**config.mk**
```make
export PLATFORM = sky130hd
export DESIGN_NAME = char_lcd_bus_sequencer_unit_flat
export DESIGN_NICKNAME = d
export VERILOG_FILES = /design/src/rtl/clbs_pkg.sv /design/src/rtl/clbs_req_if.sv /design/src/rtl/clbs_res_if.sv /design/src/rtl/clbs_dpath.sv /design/src/rtl/clbs_ctrl.sv /design/src/rtl/char_lcd_bus_sequencer_unit.sv /design/src/flat_wrapper.sv
export SDC_FILE = /design/constraint.sdc
export NUM_CORES = 1
export LEC_CHECK = 0
export BUFFER_PORTS_ARGS = -buffer_cell sky130_fd_sc_hd__buf_4
export CORE_ASPECT_RATIO = 0.7
export CORE_UTILIZATION = 55
export CTS_BUF_LIST = sky130_fd_sc_hd__clkbuf_4
export DETAILED_ROUTE_END_ITERATION = 8
export PLACE_DENSITY = 0.78
export SKIP_CTS_REPAIR_TIMING = 1
export SLEW_MARGIN = 0
export SYNTH_ARGS = -nofsm -noshare
export SYNTH_HDL_FRONTEND = slang
export SYNTH_SLANG_ARGS = --single-unit
```
**constraint.sdc**
```tcl
create_clock -name clk -period 2.5 [get_ports clk]
set_clock_uncertainty 0.15 [all_clocks]
set_input_delay 0.125 -clock clk [delete_from_list [all_inputs] [get_ports clk]]
set_output_delay 0.125 -clock clk [all_outputs]
set_load 0.01 [all_outputs]
```
**src/rtl/clbs_pkg.sv**
```systemverilog
// clbs_pkg: types, codes, constants and lookup functions for the character LCD bus sequencer.
// No dependencies; every other file of the block uses it.
package clbs_pkg;

    localparam int MAX_DIGITS_DEF  = 10;
    localparam int MAX_COLUMNS_DEF = 20;

    localparam int CMD_W       = 3;
    localparam int VALUE_W     = 32;
    localparam int ROW_W       = 3;
    localparam int COL_W       = 5;
    localparam int BYTE_W      = 8;
    localparam int NIB_W       = 4;
    localparam int SETTLE_W    = 2;
    localparam int CFG_IDX_W   = 2;
    localparam int CFG_DATA_W  = 8;
    localparam int INIT_STEP_W = 4;
    localparam int BIT_CNT_W   = 6;

    localparam logic [INIT_STEP_W-1:0] INIT_LAST_STEP = 4'd8;
    localparam logic [BIT_CNT_W-1:0]   CONV_STEPS     = BIT_CNT_W'(VALUE_W);

    localparam logic [BYTE_W-1:0] CURSOR_OPCODE = 8'd128;
    localparam logic [BYTE_W-1:0] ASCII_ZERO    = 8'd48;
    localparam logic [ROW_W-1:0]  ROW_FIRST     = 3'd1;
    localparam logic [ROW_W-1:0]  ROW_LAST      = 3'd4;

    localparam logic [SETTLE_W-1:0] SETTLE_NONE  = 2'd0;
    localparam logic [SETTLE_W-1:0] SETTLE_SHORT = 2'd1;
    localparam logic [SETTLE_W-1:0] SETTLE_LONG  = 2'd2;

    localparam logic STATUS_OK      = 1'b0;
    localparam logic STATUS_BAD_POS = 1'b1;
    localparam logic RS_INSTR       = 1'b0;
    localparam logic RS_DATA        = 1'b1;

    localparam logic                 CFG_BUS_EIGHT_RST = 1'b0;
    localparam logic [NIB_W-1:0]     CFG_FSET_NIB_RST  = 4'd8;
    localparam logic [BYTE_W-1:0]    CFG_DISP_CTRL_RST = 8'd12;

    typedef enum logic [CMD_W-1:0] {
        CMD_INSTR  = 3'd0,
        CMD_DATA   = 3'd1,
        CMD_CURSOR = 3'd2,
        CMD_CHAR   = 3'd3,
        CMD_INT    = 3'd4,
        CMD_INIT   = 3'd5
    } cmd_code_t;

    typedef enum logic [CFG_IDX_W-1:0] {
        CFG_BUS_EIGHT = 2'd0,
        CFG_FSET_NIB  = 2'd1,
        CFG_DISP_CTRL = 2'd2
    } cfg_idx_t;

    typedef enum logic [1:0] {
        SRC_VALUE,
        SRC_CURSOR,
        SRC_DIGIT
    } src_t;

    typedef enum logic [2:0] {
        EMIT_NONE,
        EMIT_ERROR,
        EMIT_FULL,
        EMIT_HIGH,
        EMIT_LOW,
        EMIT_INIT
    } emit_t;

    typedef enum logic [2:0] {
        ST_IDLE,
        ST_DISPATCH,
        ST_ERROR,
        ST_BYTE_HI,
        ST_BYTE_LO,
        ST_CONVERT,
        ST_SCAN,
        ST_INIT
    } state_t;

    // controller -> datapath
    typedef struct packed {
        logic  load;
        logic  conv_step;
        logic  dig_dec;
        emit_t emit;
        src_t  src;
        logic  last;
    } ctrl_cmd_t;

    // datapath -> controller
    typedef struct packed {
        logic [CMD_W-1:0] cmd;
        logic             pos_ok;
        logic             eight_bit;
        logic             conv_done;
        logic             digit_zero;
        logic             dig_idx_zero;
        logic             init_last;
        logic             out_free;
    } dp_status_t;

    typedef struct packed {
        logic [SETTLE_W-1:0] settle;
        logic [NIB_W-1:0]    nib;
    } init_entry_t;

    function automatic logic [BYTE_W-1:0] row_base(input logic [ROW_W-1:0] row);
        logic [BYTE_W-1:0] base;
        unique case (row)
            3'd2:    base = 8'h40;
            3'd3:    base = 8'h14;
            3'd4:    base = 8'h54;
            default: base = 8'h00;
        endcase
        return base;
    endfunction

    // 4-bit power-up nibble sequence
    function automatic init_entry_t init_entry(input logic [INIT_STEP_W-1:0] step,
                                               input logic [NIB_W-1:0] fset_nib,
                                               input logic [BYTE_W-1:0] disp_ctrl);
        init_entry_t e;
        unique case (step)
            4'd0:    e = '{settle: SETTLE_SHORT, nib: 4'h2};
            4'd1:    e = '{settle: SETTLE_NONE,  nib: 4'h2};
            4'd2:    e = '{settle: SETTLE_SHORT, nib: fset_nib};
            4'd3:    e = '{settle: SETTLE_NONE,  nib: 4'h0};
            4'd4:    e = '{settle: SETTLE_LONG,  nib: 4'h1};
            4'd5:    e = '{settle: SETTLE_NONE,  nib: 4'h0};
            4'd6:    e = '{settle: SETTLE_SHORT, nib: 4'h2};
            4'd7:    e = '{settle: SETTLE_NONE,  nib: disp_ctrl[7:4]};
            4'd8:    e = '{settle: SETTLE_SHORT, nib: disp_ctrl[3:0]};
            default: e = '{settle: SETTLE_NONE,  nib: 4'h0};
        endcase
        return e;
    endfunction

endpackage

```
**src/rtl/clbs_req_if.sv**
```systemverilog
// clbs_req_if: command channel (valid/ready plus command payload).
// Depends on clbs_pkg for field widths.
interface clbs_req_if;
    logic                         valid;
    logic                         ready;
    logic [clbs_pkg::CMD_W-1:0]   cmd;
    logic [clbs_pkg::VALUE_W-1:0] value;
    logic [clbs_pkg::ROW_W-1:0]   row;
    logic [clbs_pkg::COL_W-1:0]   column;

    modport source (output valid, output cmd, output value, output row, output column,
                    input ready);
    modport sink   (input valid, input cmd, input value, input row, input column,
                    output ready);
endinterface

```
**src/rtl/clbs_res_if.sv**
```systemverilog
// clbs_res_if: result channel (valid/ready plus one bus transfer result).
// Depends on clbs_pkg for field widths.
interface clbs_res_if;
    logic                          valid;
    logic                          ready;
    logic                          strobe_res;
    logic                          reg_select;
    logic [clbs_pkg::BYTE_W-1:0]   data_lines;
    logic [clbs_pkg::SETTLE_W-1:0] settle;
    logic                          status;
    logic                          last;

    modport source (output valid, output strobe_res, output reg_select, output data_lines,
                    output settle, output status, output last, input ready);
    modport sink   (input valid, input strobe_res, input reg_select, input data_lines,
                    input settle, input status, input last, output ready);
endinterface

```
**src/rtl/clbs_dpath.sv**
```systemverilog
// clbs_dpath: config registers, command hold, binary-to-BCD unit, digit pointer,
// power-up step counter and the result output register. Uses clbs_pkg, clbs_res_if.
module clbs_dpath #(
    parameter int MAX_DIGITS  = clbs_pkg::MAX_DIGITS_DEF,
    parameter int MAX_COLUMNS = clbs_pkg::MAX_COLUMNS_DEF
) (
    input  logic                              clk,
    input  logic                              rst_n,
    input  logic                              cfg_we,
    input  logic [clbs_pkg::CFG_IDX_W-1:0]    cfg_index,
    input  logic [clbs_pkg::CFG_DATA_W-1:0]   cfg_data,
    input  logic [clbs_pkg::CMD_W-1:0]        req_cmd,
    input  logic [clbs_pkg::VALUE_W-1:0]      req_value,
    input  logic [clbs_pkg::ROW_W-1:0]        req_row,
    input  logic [clbs_pkg::COL_W-1:0]        req_column,
    input  clbs_pkg::ctrl_cmd_t               ctl,
    output clbs_pkg::dp_status_t              sts,
    clbs_res_if.source                        rsp
);
    import clbs_pkg::*;

    localparam int DIG_W = (MAX_DIGITS > 1) ? $clog2(MAX_DIGITS) : 1;
    localparam logic [DIG_W-1:0] DIG_TOP   = DIG_W'(MAX_DIGITS - 1);
    localparam logic [COL_W+1:0] COL_LIMIT = (COL_W + 2)'(MAX_COLUMNS);

    // configuration
    logic               bus_eight_reg, bus_eight_next;
    logic [NIB_W-1:0]   fset_nib_reg, fset_nib_next;
    logic [BYTE_W-1:0]  disp_ctrl_reg, disp_ctrl_next;

    // command hold
    logic [CMD_W-1:0]   cmd_reg, cmd_next;
    logic [BYTE_W-1:0]  byte_reg, byte_next;
    logic [ROW_W-1:0]   row_reg, row_next;
    logic [COL_W-1:0]   col_reg, col_next;

    // binary-to-BCD shift-add unit
    logic [VALUE_W-1:0]   bin_reg, bin_next;
    logic [NIB_W-1:0]     bcd_reg [MAX_DIGITS];
    logic [NIB_W-1:0]     bcd_next [MAX_DIGITS];
    logic [NIB_W-1:0]     bcd_adj [MAX_DIGITS];
    logic [MAX_DIGITS-1:0] bcd_carry;
    logic [BIT_CNT_W-1:0] bit_cnt_reg, bit_cnt_next;
    logic [DIG_W-1:0]     dig_idx_reg, dig_idx_next;
    logic [INIT_STEP_W-1:0] init_step_reg, init_step_next;

    // result register
    logic                 out_valid_reg, out_valid_next;
    logic                 o_strobe_reg, o_strobe_next;
    logic                 o_rs_reg, o_rs_next;
    logic [BYTE_W-1:0]    o_data_reg, o_data_next;
    logic [SETTLE_W-1:0]  o_settle_reg, o_settle_next;
    logic                 o_status_reg, o_status_next;
    logic                 o_last_reg, o_last_next;

    logic [BYTE_W-1:0] cursor_addr;
    logic [BYTE_W-1:0] tx_byte;
    logic              tx_rs;
    logic [NIB_W-1:0]  cur_digit;
    logic              row_ok;
    logic              col_ok;
    init_entry_t       init_e;

    assign cursor_addr = CURSOR_OPCODE + row_base(row_reg) + {3'b000, col_reg} - 8'd1;
    assign row_ok      = (row_reg >= ROW_FIRST) && (row_reg <= ROW_LAST);
    assign col_ok      = (col_reg != '0) && ({2'b00, col_reg} <= COL_LIMIT);
    assign cur_digit   = bcd_reg[dig_idx_reg];
    assign init_e      = init_entry(init_step_reg, fset_nib_reg, disp_ctrl_reg);

    always_comb
    begin
        unique case (ctl.src)
            SRC_CURSOR:
            begin
                tx_byte = cursor_addr;
                tx_rs   = RS_INSTR;
            end
            SRC_DIGIT:
            begin
                tx_byte = ASCII_ZERO + {4'h0, cur_digit};
                tx_rs   = RS_DATA;
            end
            default:
            begin
                tx_byte = byte_reg;
                tx_rs   = (cmd_reg == CMD_INSTR) ? RS_INSTR : RS_DATA;
            end
        endcase
    end

    // config writes; an index past the list is dropped
    always_comb
    begin
        bus_eight_next = bus_eight_reg;
        fset_nib_next  = fset_nib_reg;
        disp_ctrl_next = disp_ctrl_reg;
        if (cfg_we)
        begin
            unique case (cfg_index)
                CFG_BUS_EIGHT: bus_eight_next = cfg_data[0];
                CFG_FSET_NIB:  fset_nib_next  = cfg_data[NIB_W-1:0];
                CFG_DISP_CTRL: disp_ctrl_next = cfg_data;
                default: ;
            endcase
        end
    end

    // one shift-add-3 step over all digits
    always_comb
    begin
        bcd_carry[0] = bin_reg[VALUE_W-1];
        for (int d = 0; d < MAX_DIGITS; d++)
        begin
            bcd_adj[d] = (bcd_reg[d] >= 4'd5) ? bcd_reg[d] + 4'd3 : bcd_reg[d];
        end
        for (int d = 1; d < MAX_DIGITS; d++)
        begin
            bcd_carry[d] = bcd_adj[d-1][NIB_W-1];
        end
    end

    always_comb
    begin
        cmd_next       = cmd_reg;
        byte_next      = byte_reg;
        row_next       = row_reg;
        col_next       = col_reg;
        bin_next       = bin_reg;
        bcd_next       = bcd_reg;
        bit_cnt_next   = bit_cnt_reg;
        dig_idx_next   = dig_idx_reg;
        init_step_next = init_step_reg;

        if (ctl.load)
        begin
            cmd_next       = req_cmd;
            byte_next      = req_value[BYTE_W-1:0];
            row_next       = req_row;
            col_next       = req_column;
            bin_next       = req_value;
            for (int d = 0; d < MAX_DIGITS; d++)
            begin
                bcd_next[d] = '0;
            end
            bit_cnt_next   = '0;
            dig_idx_next   = DIG_TOP;
            init_step_next = '0;
        end
        else
        begin
            if (ctl.conv_step)
            begin
                bin_next     = {bin_reg[VALUE_W-2:0], 1'b0};
                for (int d = 0; d < MAX_DIGITS; d++)
                begin
                    bcd_next[d] = {bcd_adj[d][NIB_W-2:0], bcd_carry[d]};
                end
                bit_cnt_next = bit_cnt_reg + 1'b1;
            end
            if (ctl.dig_dec)
            begin
                dig_idx_next = dig_idx_reg - 1'b1;
            end
            if (ctl.emit == EMIT_INIT)
            begin
                init_step_next = init_step_reg + 1'b1;
            end
        end
    end

    // result register: a new beat may be loaded in the cycle the old one leaves
    always_comb
    begin
        out_valid_next = out_valid_reg && !rsp.ready;
        o_strobe_next  = o_strobe_reg;
        o_rs_next      = o_rs_reg;
        o_data_next    = o_data_reg;
        o_settle_next  = o_settle_reg;
        o_status_next  = o_status_reg;
        o_last_next    = o_last_reg;
        if (ctl.emit != EMIT_NONE)
        begin
            out_valid_next = 1'b1;
            o_strobe_next  = 1'b1;
            o_rs_next      = tx_rs;
            o_settle_next  = SETTLE_NONE;
            o_status_next  = STATUS_OK;
            o_last_next    = ctl.last;
            o_data_next    = tx_byte;
            unique case (ctl.emit)
                EMIT_ERROR:
                begin
                    o_strobe_next = 1'b0;
                    o_rs_next     = RS_INSTR;
                    o_data_next   = '0;
                    o_status_next = STATUS_BAD_POS;
                end
                EMIT_HIGH: o_data_next = {4'h0, tx_byte[BYTE_W-1:NIB_W]};
                EMIT_LOW:  o_data_next = {4'h0, tx_byte[NIB_W-1:0]};
                EMIT_INIT:
                begin
                    o_rs_next     = RS_INSTR;
                    o_data_next   = {4'h0, init_e.nib};
                    o_settle_next = init_e.settle;
                end
                default: ;
            endcase
        end
    end

    always_ff @(posedge clk or negedge rst_n)
    begin
        if (!rst_n)
        begin
            bus_eight_reg <= CFG_BUS_EIGHT_RST;
            fset_nib_reg  <= CFG_FSET_NIB_RST;
            disp_ctrl_reg <= CFG_DISP_CTRL_RST;
            bit_cnt_reg   <= '0;
            dig_idx_reg   <= '0;
            init_step_reg <= '0;
            out_valid_reg <= 1'b0;
        end
        else
        begin
            bus_eight_reg <= bus_eight_next;
            fset_nib_reg  <= fset_nib_next;
            disp_ctrl_reg <= disp_ctrl_next;
            bit_cnt_reg   <= bit_cnt_next;
            dig_idx_reg   <= dig_idx_next;
            init_step_reg <= init_step_next;
            out_valid_reg <= out_valid_next;
        end
    end

    always_ff @(posedge clk)
    begin
        cmd_reg      <= cmd_next;
        byte_reg     <= byte_next;
        row_reg      <= row_next;
        col_reg      <= col_next;
        bin_reg      <= bin_next;
        bcd_reg      <= bcd_next;
        o_strobe_reg <= o_strobe_next;
        o_rs_reg     <= o_rs_next;
        o_data_reg   <= o_data_next;
        o_settle_reg <= o_settle_next;
        o_status_reg <= o_status_next;
        o_last_reg   <= o_last_next;
    end

    assign sts.cmd          = cmd_reg;
    assign sts.pos_ok       = row_ok && col_ok;
    assign sts.eight_bit    = bus_eight_reg;
    assign sts.conv_done    = (bit_cnt_reg == CONV_STEPS);
    assign sts.digit_zero   = (cur_digit == '0);
    assign sts.dig_idx_zero = (dig_idx_reg == '0);
    assign sts.init_last    = (init_step_reg == INIT_LAST_STEP);
    assign sts.out_free     = !out_valid_reg || rsp.ready;

    assign rsp.valid      = out_valid_reg;
    assign rsp.strobe_res = o_strobe_reg;
    assign rsp.reg_select = o_rs_reg;
    assign rsp.data_lines = o_data_reg;
    assign rsp.settle     = o_settle_reg;
    assign rsp.status     = o_status_reg;
    assign rsp.last       = o_last_reg;

endmodule

```
**src/rtl/clbs_ctrl.sv**
```systemverilog
// clbs_ctrl: command sequencer state machine; drives the datapath by a command struct.
// Uses clbs_pkg (state, command and status types).
module clbs_ctrl (
    input  logic                  clk,
    input  logic                  rst_n,
    input  logic                  in_valid,
    output logic                  in_ready,
    input  clbs_pkg::dp_status_t  sts,
    output clbs_pkg::ctrl_cmd_t   ctl
);
    import clbs_pkg::*;

    state_t state_reg, state_next;
    src_t   src_reg, src_next;
    logic   byte_final;
    logic   byte_done;

    // final beat of the byte being sent also ends the command
    always_comb
    begin
        unique case (src_reg)
            SRC_CURSOR: byte_final = (sts.cmd == CMD_CURSOR);
            SRC_DIGIT:  byte_final = sts.dig_idx_zero;
            default:    byte_final = 1'b1;
        endcase
    end

    assign byte_done = sts.out_free &&
                       (((state_reg == ST_BYTE_HI) && sts.eight_bit) ||
                        (state_reg == ST_BYTE_LO));

    // next state
    always_comb
    begin
        state_next = state_reg;
        src_next   = src_reg;
        unique case (state_reg)
            ST_IDLE:
            begin
                if (in_valid)
                begin
                    state_next = ST_DISPATCH;
                end
            end
            ST_DISPATCH:
            begin
                unique case (sts.cmd)
                    CMD_INSTR, CMD_DATA:
                    begin
                        src_next   = SRC_VALUE;
                        state_next = ST_BYTE_HI;
                    end
                    CMD_CURSOR, CMD_CHAR, CMD_INT:
                    begin
                        src_next   = SRC_CURSOR;
                        state_next = sts.pos_ok ? ST_BYTE_HI : ST_ERROR;
                    end
                    CMD_INIT: state_next = ST_INIT;
                    default:  state_next = ST_IDLE;
                endcase
            end
            ST_ERROR:
            begin
                if (sts.out_free)
                begin
                    state_next = ST_IDLE;
                end
            end
            ST_BYTE_HI, ST_BYTE_LO:
            begin
                if (byte_done)
                begin
                    unique case (src_reg)
                        SRC_CURSOR:
                        begin
                            if (sts.cmd == CMD_CHAR)
                            begin
                                src_next   = SRC_VALUE;
                                state_next = ST_BYTE_HI;
                            end
                            else if (sts.cmd == CMD_INT)
                            begin
                                state_next = ST_CONVERT;
                            end
                            else
                            begin
                                state_next = ST_IDLE;
                            end
                        end
                        SRC_DIGIT:
                            state_next = sts.dig_idx_zero ? ST_IDLE : ST_BYTE_HI;
                        default:
                            state_next = ST_IDLE;
                    endcase
                end
                else if ((state_reg == ST_BYTE_HI) && sts.out_free)
                begin
                    state_next = ST_BYTE_LO;
                end
            end
            ST_CONVERT:
            begin
                if (sts.conv_done)
                begin
                    state_next = ST_SCAN;
                end
            end
            ST_SCAN:
            begin
                // skip leading zeros, always keep the ones digit
                if (!sts.digit_zero || sts.dig_idx_zero)
                begin
                    src_next   = SRC_DIGIT;
                    state_next = ST_BYTE_HI;
                end
            end
            ST_INIT:
            begin
                if (sts.out_free && sts.init_last)
                begin
                    state_next = ST_IDLE;
                end
            end
            default: state_next = ST_IDLE;
        endcase
    end

    // outputs
    always_comb
    begin
        in_ready      = (state_reg == ST_IDLE);
        ctl.load      = in_valid && (state_reg == ST_IDLE);
        ctl.conv_step = (state_reg == ST_CONVERT) && !sts.conv_done;
        ctl.dig_dec   = 1'b0;
        ctl.emit      = EMIT_NONE;
        ctl.src       = src_reg;
        ctl.last      = 1'b0;
        unique case (state_reg)
            ST_ERROR:
            begin
                if (sts.out_free)
                begin
                    ctl.emit = EMIT_ERROR;
                    ctl.last = 1'b1;
                end
            end
            ST_BYTE_HI:
            begin
                if (sts.out_free)
                begin
                    ctl.emit = sts.eight_bit ? EMIT_FULL : EMIT_HIGH;
                    ctl.last = sts.eight_bit && byte_final;
                end
            end
            ST_BYTE_LO:
            begin
                if (sts.out_free)
                begin
                    ctl.emit = EMIT_LOW;
                    ctl.last = byte_final;
                end
            end
            ST_SCAN:
                ctl.dig_dec = sts.digit_zero && !sts.dig_idx_zero;
            ST_INIT:
            begin
                if (sts.out_free)
                begin
                    ctl.emit = EMIT_INIT;
                    ctl.last = sts.init_last;
                end
            end
            default: ;
        endcase
        if (byte_done && (src_reg == SRC_DIGIT) && !sts.dig_idx_zero)
        begin
            ctl.dig_dec = 1'b1;
        end
    end

    always_ff @(posedge clk or negedge rst_n)
    begin
        if (!rst_n)
        begin
            state_reg <= ST_IDLE;
            src_reg   <= SRC_VALUE;
        end
        else
        begin
            state_reg <= state_next;
            src_reg   <= src_next;
        end
    end

    a_emit_needs_slot: assert property (@(posedge clk) disable iff (!rst_n)
        (ctl.emit != EMIT_NONE) |-> sts.out_free)
        else $error("beat loaded while result register still full");

    a_conv_bounded: assert property (@(posedge clk) disable iff (!rst_n)
        ctl.conv_step |-> !sts.conv_done)
        else $error("BCD unit stepped past the value width");

    a_dig_no_underflow: assert property (@(posedge clk) disable iff (!rst_n)
        ctl.dig_dec |-> !sts.dig_idx_zero)
        else $error("digit pointer decremented below zero");

    a_low_nibble_4bit: assert property (@(posedge clk) disable iff (!rst_n)
        (ctl.emit == EMIT_LOW) |-> !sts.eight_bit)
        else $error("low nibble beat in 8-bit bus mode");

    a_accept_dispatch: assert property (@(posedge clk) disable iff (!rst_n)
        (in_valid && in_ready) |=> (state_reg == ST_DISPATCH))
        else $error("accepted command not dispatched");

endmodule

```
**src/rtl/char_lcd_bus_sequencer_unit.sv**
```systemverilog
// char_lcd_bus_sequencer_unit: top level of the character LCD bus sequencer.
// Depends on clbs_pkg, clbs_req_if, clbs_res_if, clbs_dpath and clbs_ctrl.
//
//   channel  dir   handshake            beat contents
//   req      in    req.valid/req.ready  cmd, value, row, column
//   rsp      out   rsp.valid/rsp.ready  strobe_res, reg_select, data_lines, settle, status, last
//   cfg      in    cfg_we (no ready)    cfg_index, cfg_data
//
// One command at a time: accept, a dispatch state, then one result beat per cycle
// while rsp keeps up. Instruction/data: one byte. Cursor: the cursor byte; char adds
// the character byte. Integer: cursor byte, 32 steps in the shift-add-3 BCD unit and
// the done check, a leading-zero scan, then one beat per digit on the 8-bit bus and
// two on the 4-bit bus. An off-panel position gives one error beat with no strobe.
// Power-up sequence: nine nibble beats. Results sit in one output register, so a stall on rsp
// holds the sequencer only when a second beat is ready; req is taken again once the
// last beat is loaded. Reset clears control and config; no clearing pass.
module char_lcd_bus_sequencer_unit #(
    parameter int MAX_DIGITS  = clbs_pkg::MAX_DIGITS_DEF,
    parameter int MAX_COLUMNS = clbs_pkg::MAX_COLUMNS_DEF
) (
    input  logic                             clk,
    input  logic                             rst_n,
    input  logic                             cfg_we,
    input  logic [clbs_pkg::CFG_IDX_W-1:0]   cfg_index,
    input  logic [clbs_pkg::CFG_DATA_W-1:0]  cfg_data,
    clbs_req_if.sink                         req,
    clbs_res_if.source                       rsp
);
    import clbs_pkg::*;

    ctrl_cmd_t  ctl;
    dp_status_t sts;

    // sequencer: owns req.ready and all step decisions
    clbs_ctrl u_ctrl (
        .clk      (clk),
        .rst_n    (rst_n),
        .in_valid (req.valid),
        .in_ready (req.ready),
        .sts      (sts),
        .ctl      (ctl)
    );

    // datapath: config, BCD unit, cursor math and the result register
    clbs_dpath #(
        .MAX_DIGITS  (MAX_DIGITS),
        .MAX_COLUMNS (MAX_COLUMNS)
    ) u_dpath (
        .clk        (clk),
        .rst_n      (rst_n),
        .cfg_we     (cfg_we),
        .cfg_index  (cfg_index),
        .cfg_data   (cfg_data),
        .req_cmd    (req.cmd),
        .req_value  (req.value),
        .req_row    (req.row),
        .req_column (req.column),
        .ctl        (ctl),
        .sts        (sts),
        .rsp        (rsp)
    );

endmodule

```
**src/flat_wrapper.sv**
```systemverilog
// flat-port wrapper written by rule: the top's interface ports become plain ports
module char_lcd_bus_sequencer_unit_flat import clbs_pkg::*;
#(
    parameter int MAX_DIGITS  = clbs_pkg::MAX_DIGITS_DEF,
    parameter int MAX_COLUMNS = clbs_pkg::MAX_COLUMNS_DEF
)
  (clk, rst_n, cfg_we, cfg_index, cfg_data, req_valid, req_cmd, req_value, req_row, req_column, req_ready, rsp_valid, rsp_strobe_res, rsp_reg_select, rsp_data_lines, rsp_settle, rsp_status, rsp_last, rsp_ready);
  clbs_req_if req_i ();
  clbs_res_if rsp_i ();
  input  logic clk;
  input  logic rst_n;
  input  logic cfg_we;
  input  logic [clbs_pkg::CFG_IDX_W-1:0] cfg_index;
  input  logic [clbs_pkg::CFG_DATA_W-1:0] cfg_data;
  input wire logic [$bits(req_i.valid)-1:0] req_valid;
  input wire logic [$bits(req_i.cmd)-1:0] req_cmd;
  input wire logic [$bits(req_i.value)-1:0] req_value;
  input wire logic [$bits(req_i.row)-1:0] req_row;
  input wire logic [$bits(req_i.column)-1:0] req_column;
  output wire logic [$bits(req_i.ready)-1:0] req_ready;
  output wire logic [$bits(rsp_i.valid)-1:0] rsp_valid;
  output wire logic [$bits(rsp_i.strobe_res)-1:0] rsp_strobe_res;
  output wire logic [$bits(rsp_i.reg_select)-1:0] rsp_reg_select;
  output wire logic [$bits(rsp_i.data_lines)-1:0] rsp_data_lines;
  output wire logic [$bits(rsp_i.settle)-1:0] rsp_settle;
  output wire logic [$bits(rsp_i.status)-1:0] rsp_status;
  output wire logic [$bits(rsp_i.last)-1:0] rsp_last;
  input wire logic [$bits(rsp_i.ready)-1:0] rsp_ready;
  assign req_i.valid = req_valid;
  assign req_i.cmd = req_cmd;
  assign req_i.value = req_value;
  assign req_i.row = req_row;
  assign req_i.column = req_column;
  assign req_ready = req_i.ready;
  assign rsp_valid = rsp_i.valid;
  assign rsp_strobe_res = rsp_i.strobe_res;
  assign rsp_reg_select = rsp_i.reg_select;
  assign rsp_data_lines = rsp_i.data_lines;
  assign rsp_settle = rsp_i.settle;
  assign rsp_status = rsp_i.status;
  assign rsp_last = rsp_i.last;
  assign rsp_i.ready = rsp_ready;
  char_lcd_bus_sequencer_unit #(.MAX_DIGITS(MAX_DIGITS), .MAX_COLUMNS(MAX_COLUMNS)) u_core (.clk(clk), .rst_n(rst_n), .cfg_we(cfg_we), .cfg_index(cfg_index), .cfg_data(cfg_data), .req(req_i), .rsp(rsp_i));
endmodule
```
==> impl_metrics.toml <==
[synth]
synth.avg_cell_area_um2 = 9.46
synth_top_area_cell = "edfxtp_1"
ys_ff_latch = 138
synth.area.mux_share = 0.0566
syn_nets = 880
yosys.cell_types.count = 62
synthCells = 785
synth-seq-area-share = 0.482
yosys.area_share.simple = 0.186
ys_top_cells_by_count = "116 x nand2_1, 67 x o21ai_0, 65 x edfxtp_1, 59 x nor2_1, 57 x a21oi_1"
synth_edf_count = 65
syn_area_um2 = 7430
netlist.area_leader.share = 0.263
synthAdderAreaFrac = 0.0633
synth_most_common_cell = "nand2_1"
ys.flop_type = "edfxtp_1"
synth_compound_area_frac = 0.142
yosysWarnings = 0
async_reset_ff_frac = 0.239
synthXorXnorAreaFrac = 0.0271
netlist_top_cells_area = "edfxtp_1 26%, dfxtp_1 11%, dfrtp_1 10%"
synth_top_family_by_area = "simple AND/OR/NAND/NOR gates"

[sta]
final_hold_viol_count = 0
setup_slack_ps = -220
rsz0062_at_grt = "yes"
finalMaxSlewViolations = 0
finalCritPeriodShare = 1.09
period_minus_slack_ps = 2720
fmax_mhz = 368
worst_slew_pin_slew_ps = 481
max_slew_margin = 0.678
setup-violations-final = 8

[floorplan]
die_x_um = 141
die_h_um = 99.2
initial_utilization = 0.563
core_region_area_um2 = 13200
dieArea_um2 = 14000
num_rows = 35
ios = 74

[critical_path]
rrSetupSlack_ps = -220
worst-path-buf-inv = 0
cp_max_fo = 4
arrival_ps = 2840
path_class = "reg -> reg"
endpoint_kind = "flop"
crit_path_frequent_cell = "nor2_2"
slowest_delay_ps = 470
r2r-start = "u_core.u_dpath.row_reg[0]$_DFFE_PP_"
cp-start-kind = "flop"
crit_required_ps = 2620
r2r_cells = 11
cp_slowest_cell = "edfxtp_1"
crit_chain = "nand2_1 > nor2_2 > a21oi_2 > ha_4 > fa_2 > nor2b_1 > o21a_1 > nor2_2 > xnor2_1 > a221oi_2 > o221ai_1"
critPathTopFamily = "compound AO/OA/AOI/OAI gates"
regToRegEndpoint = "u_core.u_dpath.rsp.data_lines[1]$_DFFE_PP_"

[pwr]
p_comb_frac = 0.469
power_frac_clock = 0.149
p_per_area_nw_per_um2 = 1150
power.switching_uw = 4500
p_int_uw = 6380
seq_power_share = 0.381
switching_share = 0.414
vdd_drop_max_v = 0.000590
p_leak_uw = 0.00397
fin_total_pwr_uw = 10900

[global_routing]
antenna_found_initial = 0
grt_pass1_wl_mm = 28.3
grtUsageTotal = 0.260
grt_max_degree = 47
grt_pass1_vias = 5768
overflow = 0

[route]
drt_iter0_drc = 425
ant_nets = 0
drc = 0
wire_per_inst_um = 16.5
drt-pass1-iter-count = 5
route.vias.total = 6468
vias_per_cell = 5.64
routed_wl_mm = 18.9

[min_path]
hold_depth = 2
min-delay-start = "req_value[3]"
hold_class = "in -> reg"
min_to = "u_core.u_dpath.byte_reg[3]$_DFFE_PP_"

[layout]
largest_reg_flops = 40
final_cell_count_no_fill = 1146
diodes = 0
drive_gt1_frac = 0.206
syn2layout_area_growth_pct = 27.7
fin_nets = 1043

[cts]
clock_path_buffers = 2
clk_latency_ps = 550
cts.clk_slew.worst_paths_ps = 130
cts_tree = "done"
cts_root_buffer = "clkbuf_4"
clock_sinks = 138
cts_buffers = 17
htreeDepth = 4

[run_status]
run_status = "finished, violations left"
violations = "negative setup slack"

[place]
dp.final_hpwl_mm = 12.3
port_buffers = 73
gp_congestion = 0.880
placed_cells = 1046

[flow_run]
maxCapViolations = 0
-- cells in the final DEF (no fill, tap or decap), types with 8 or more instances in the layout --
master and instances:
dfrtp_1 29, ha_1 33, mux2_2 13, xnor2_1 16, clkbuf_4 17, nand3_1 50, edfxtp_1 65, nand2_1 114
nor3b_1 11, buf_4 113, dlygate4sd3_1 61, o21ai_0 67, dfxtp_1 40, a21oi_1 54, inv_1 46, mux2i_1 18
nor2b_1 8, nor2_1 56, nand2b_1 18
-- layer usage --
metal | global-route usage | vias up | share of wire
met1 | 0.371 | 3103 | 0.45
met5 | 0 | - | 0
met2 | 0.394 | 237 | 0.47
li1 | - | 3103 | -
met4 | 0.0661 | 0 | 0.012
met3 | 0.0688 | 25 | 0.060
-- power by group through the flow --
stage	Sequential, µW	Combinational [µW]	Clock (µW)
floorplan	3970	3320	0
global placement	4110	4560	0
detailed placement	4170	4780	0
CTS	4110	4820	1660
global route	4250	5660	1780
finish	4150	5110	1620
-- through the flow --
stage          instance area (µm²)  utilization  TNS [ps]  setup slack (ps)  hold WS, ps
2_1_floorplan                 7450            -     -33.8             -29.7         -321
3_3_place_gp                  8400        0.637      -315              -104        -51.5
3_5_place_dp                  8400        0.637      -562              -155        -47.8
4_1_cts                       8720        0.662      -739              -179         -662
5_1_grt                       9480        0.720     -1860              -301          102
6_report                      9480        0.720     -1020              -220          151
-- final cells by class --
cell class	instances	area, µm²
multi-input combinational	565	3630
sequential	138	3580
clock inverter	15	189
clock buffer	17	128
tap	185	231
fill	932	3700
inverter	48	180
timing repair buffer	178	1540
-- cells by family (layout without fill, tap and decap cells) --
family | after synthesis | in the layout
compound gates | 174 | 174
xor+xnor | 23 | 23
fa+ha+maj | 37 | 37
buf+inv | 82 | 258
flops | 138 | 138
mux | 35 | 35
simple gates | 296 | 296
-- worst max-delay path by stage --
stage          depth (start not counted)                                    endpoint  slack (ps)                                start
3_3_place_gp                          11  u_core.u_dpath.rsp.data_lines[1]$_DFFE_PP_        -100  u_core.u_dpath.row_reg[0]$_DFFE_PP_
6_report                              11  u_core.u_dpath.rsp.data_lines[1]$_DFFE_PP_        -220  u_core.u_dpath.row_reg[0]$_DFFE_PP_
5_1_grt                               10  u_core.u_dpath.rsp.data_lines[0]$_DFFE_PP_        -300  u_core.u_dpath.row_reg[2]$_DFFE_PP_
2_1_floorplan                         11  u_core.u_dpath.rsp.data_lines[1]$_DFFE_PP_         -30  u_core.u_dpath.row_reg[1]$_DFFE_PP_
3_5_place_dp                          12  u_core.u_dpath.rsp.data_lines[2]$_DFFE_PP_        -160  u_core.u_dpath.row_reg[0]$_DFFE_PP_
4_1_cts                               12  u_core.u_dpath.rsp.data_lines[2]$_DFFE_PP_        -180  u_core.u_dpath.row_reg[0]$_DFFE_PP_
-- worst register-to-register path: cells and delay by family, from the launching register on --
family,cells,cell delay (ps)
AND/OR/NAND/NOR,4,330
adder cells (fa/ha/maj),2,600
XOR/XNOR,1,130
flip-flops,1,470
AO/OA/AOI/OAI,4,780
No activity file was read; power rests on OpenSTA's default activity.
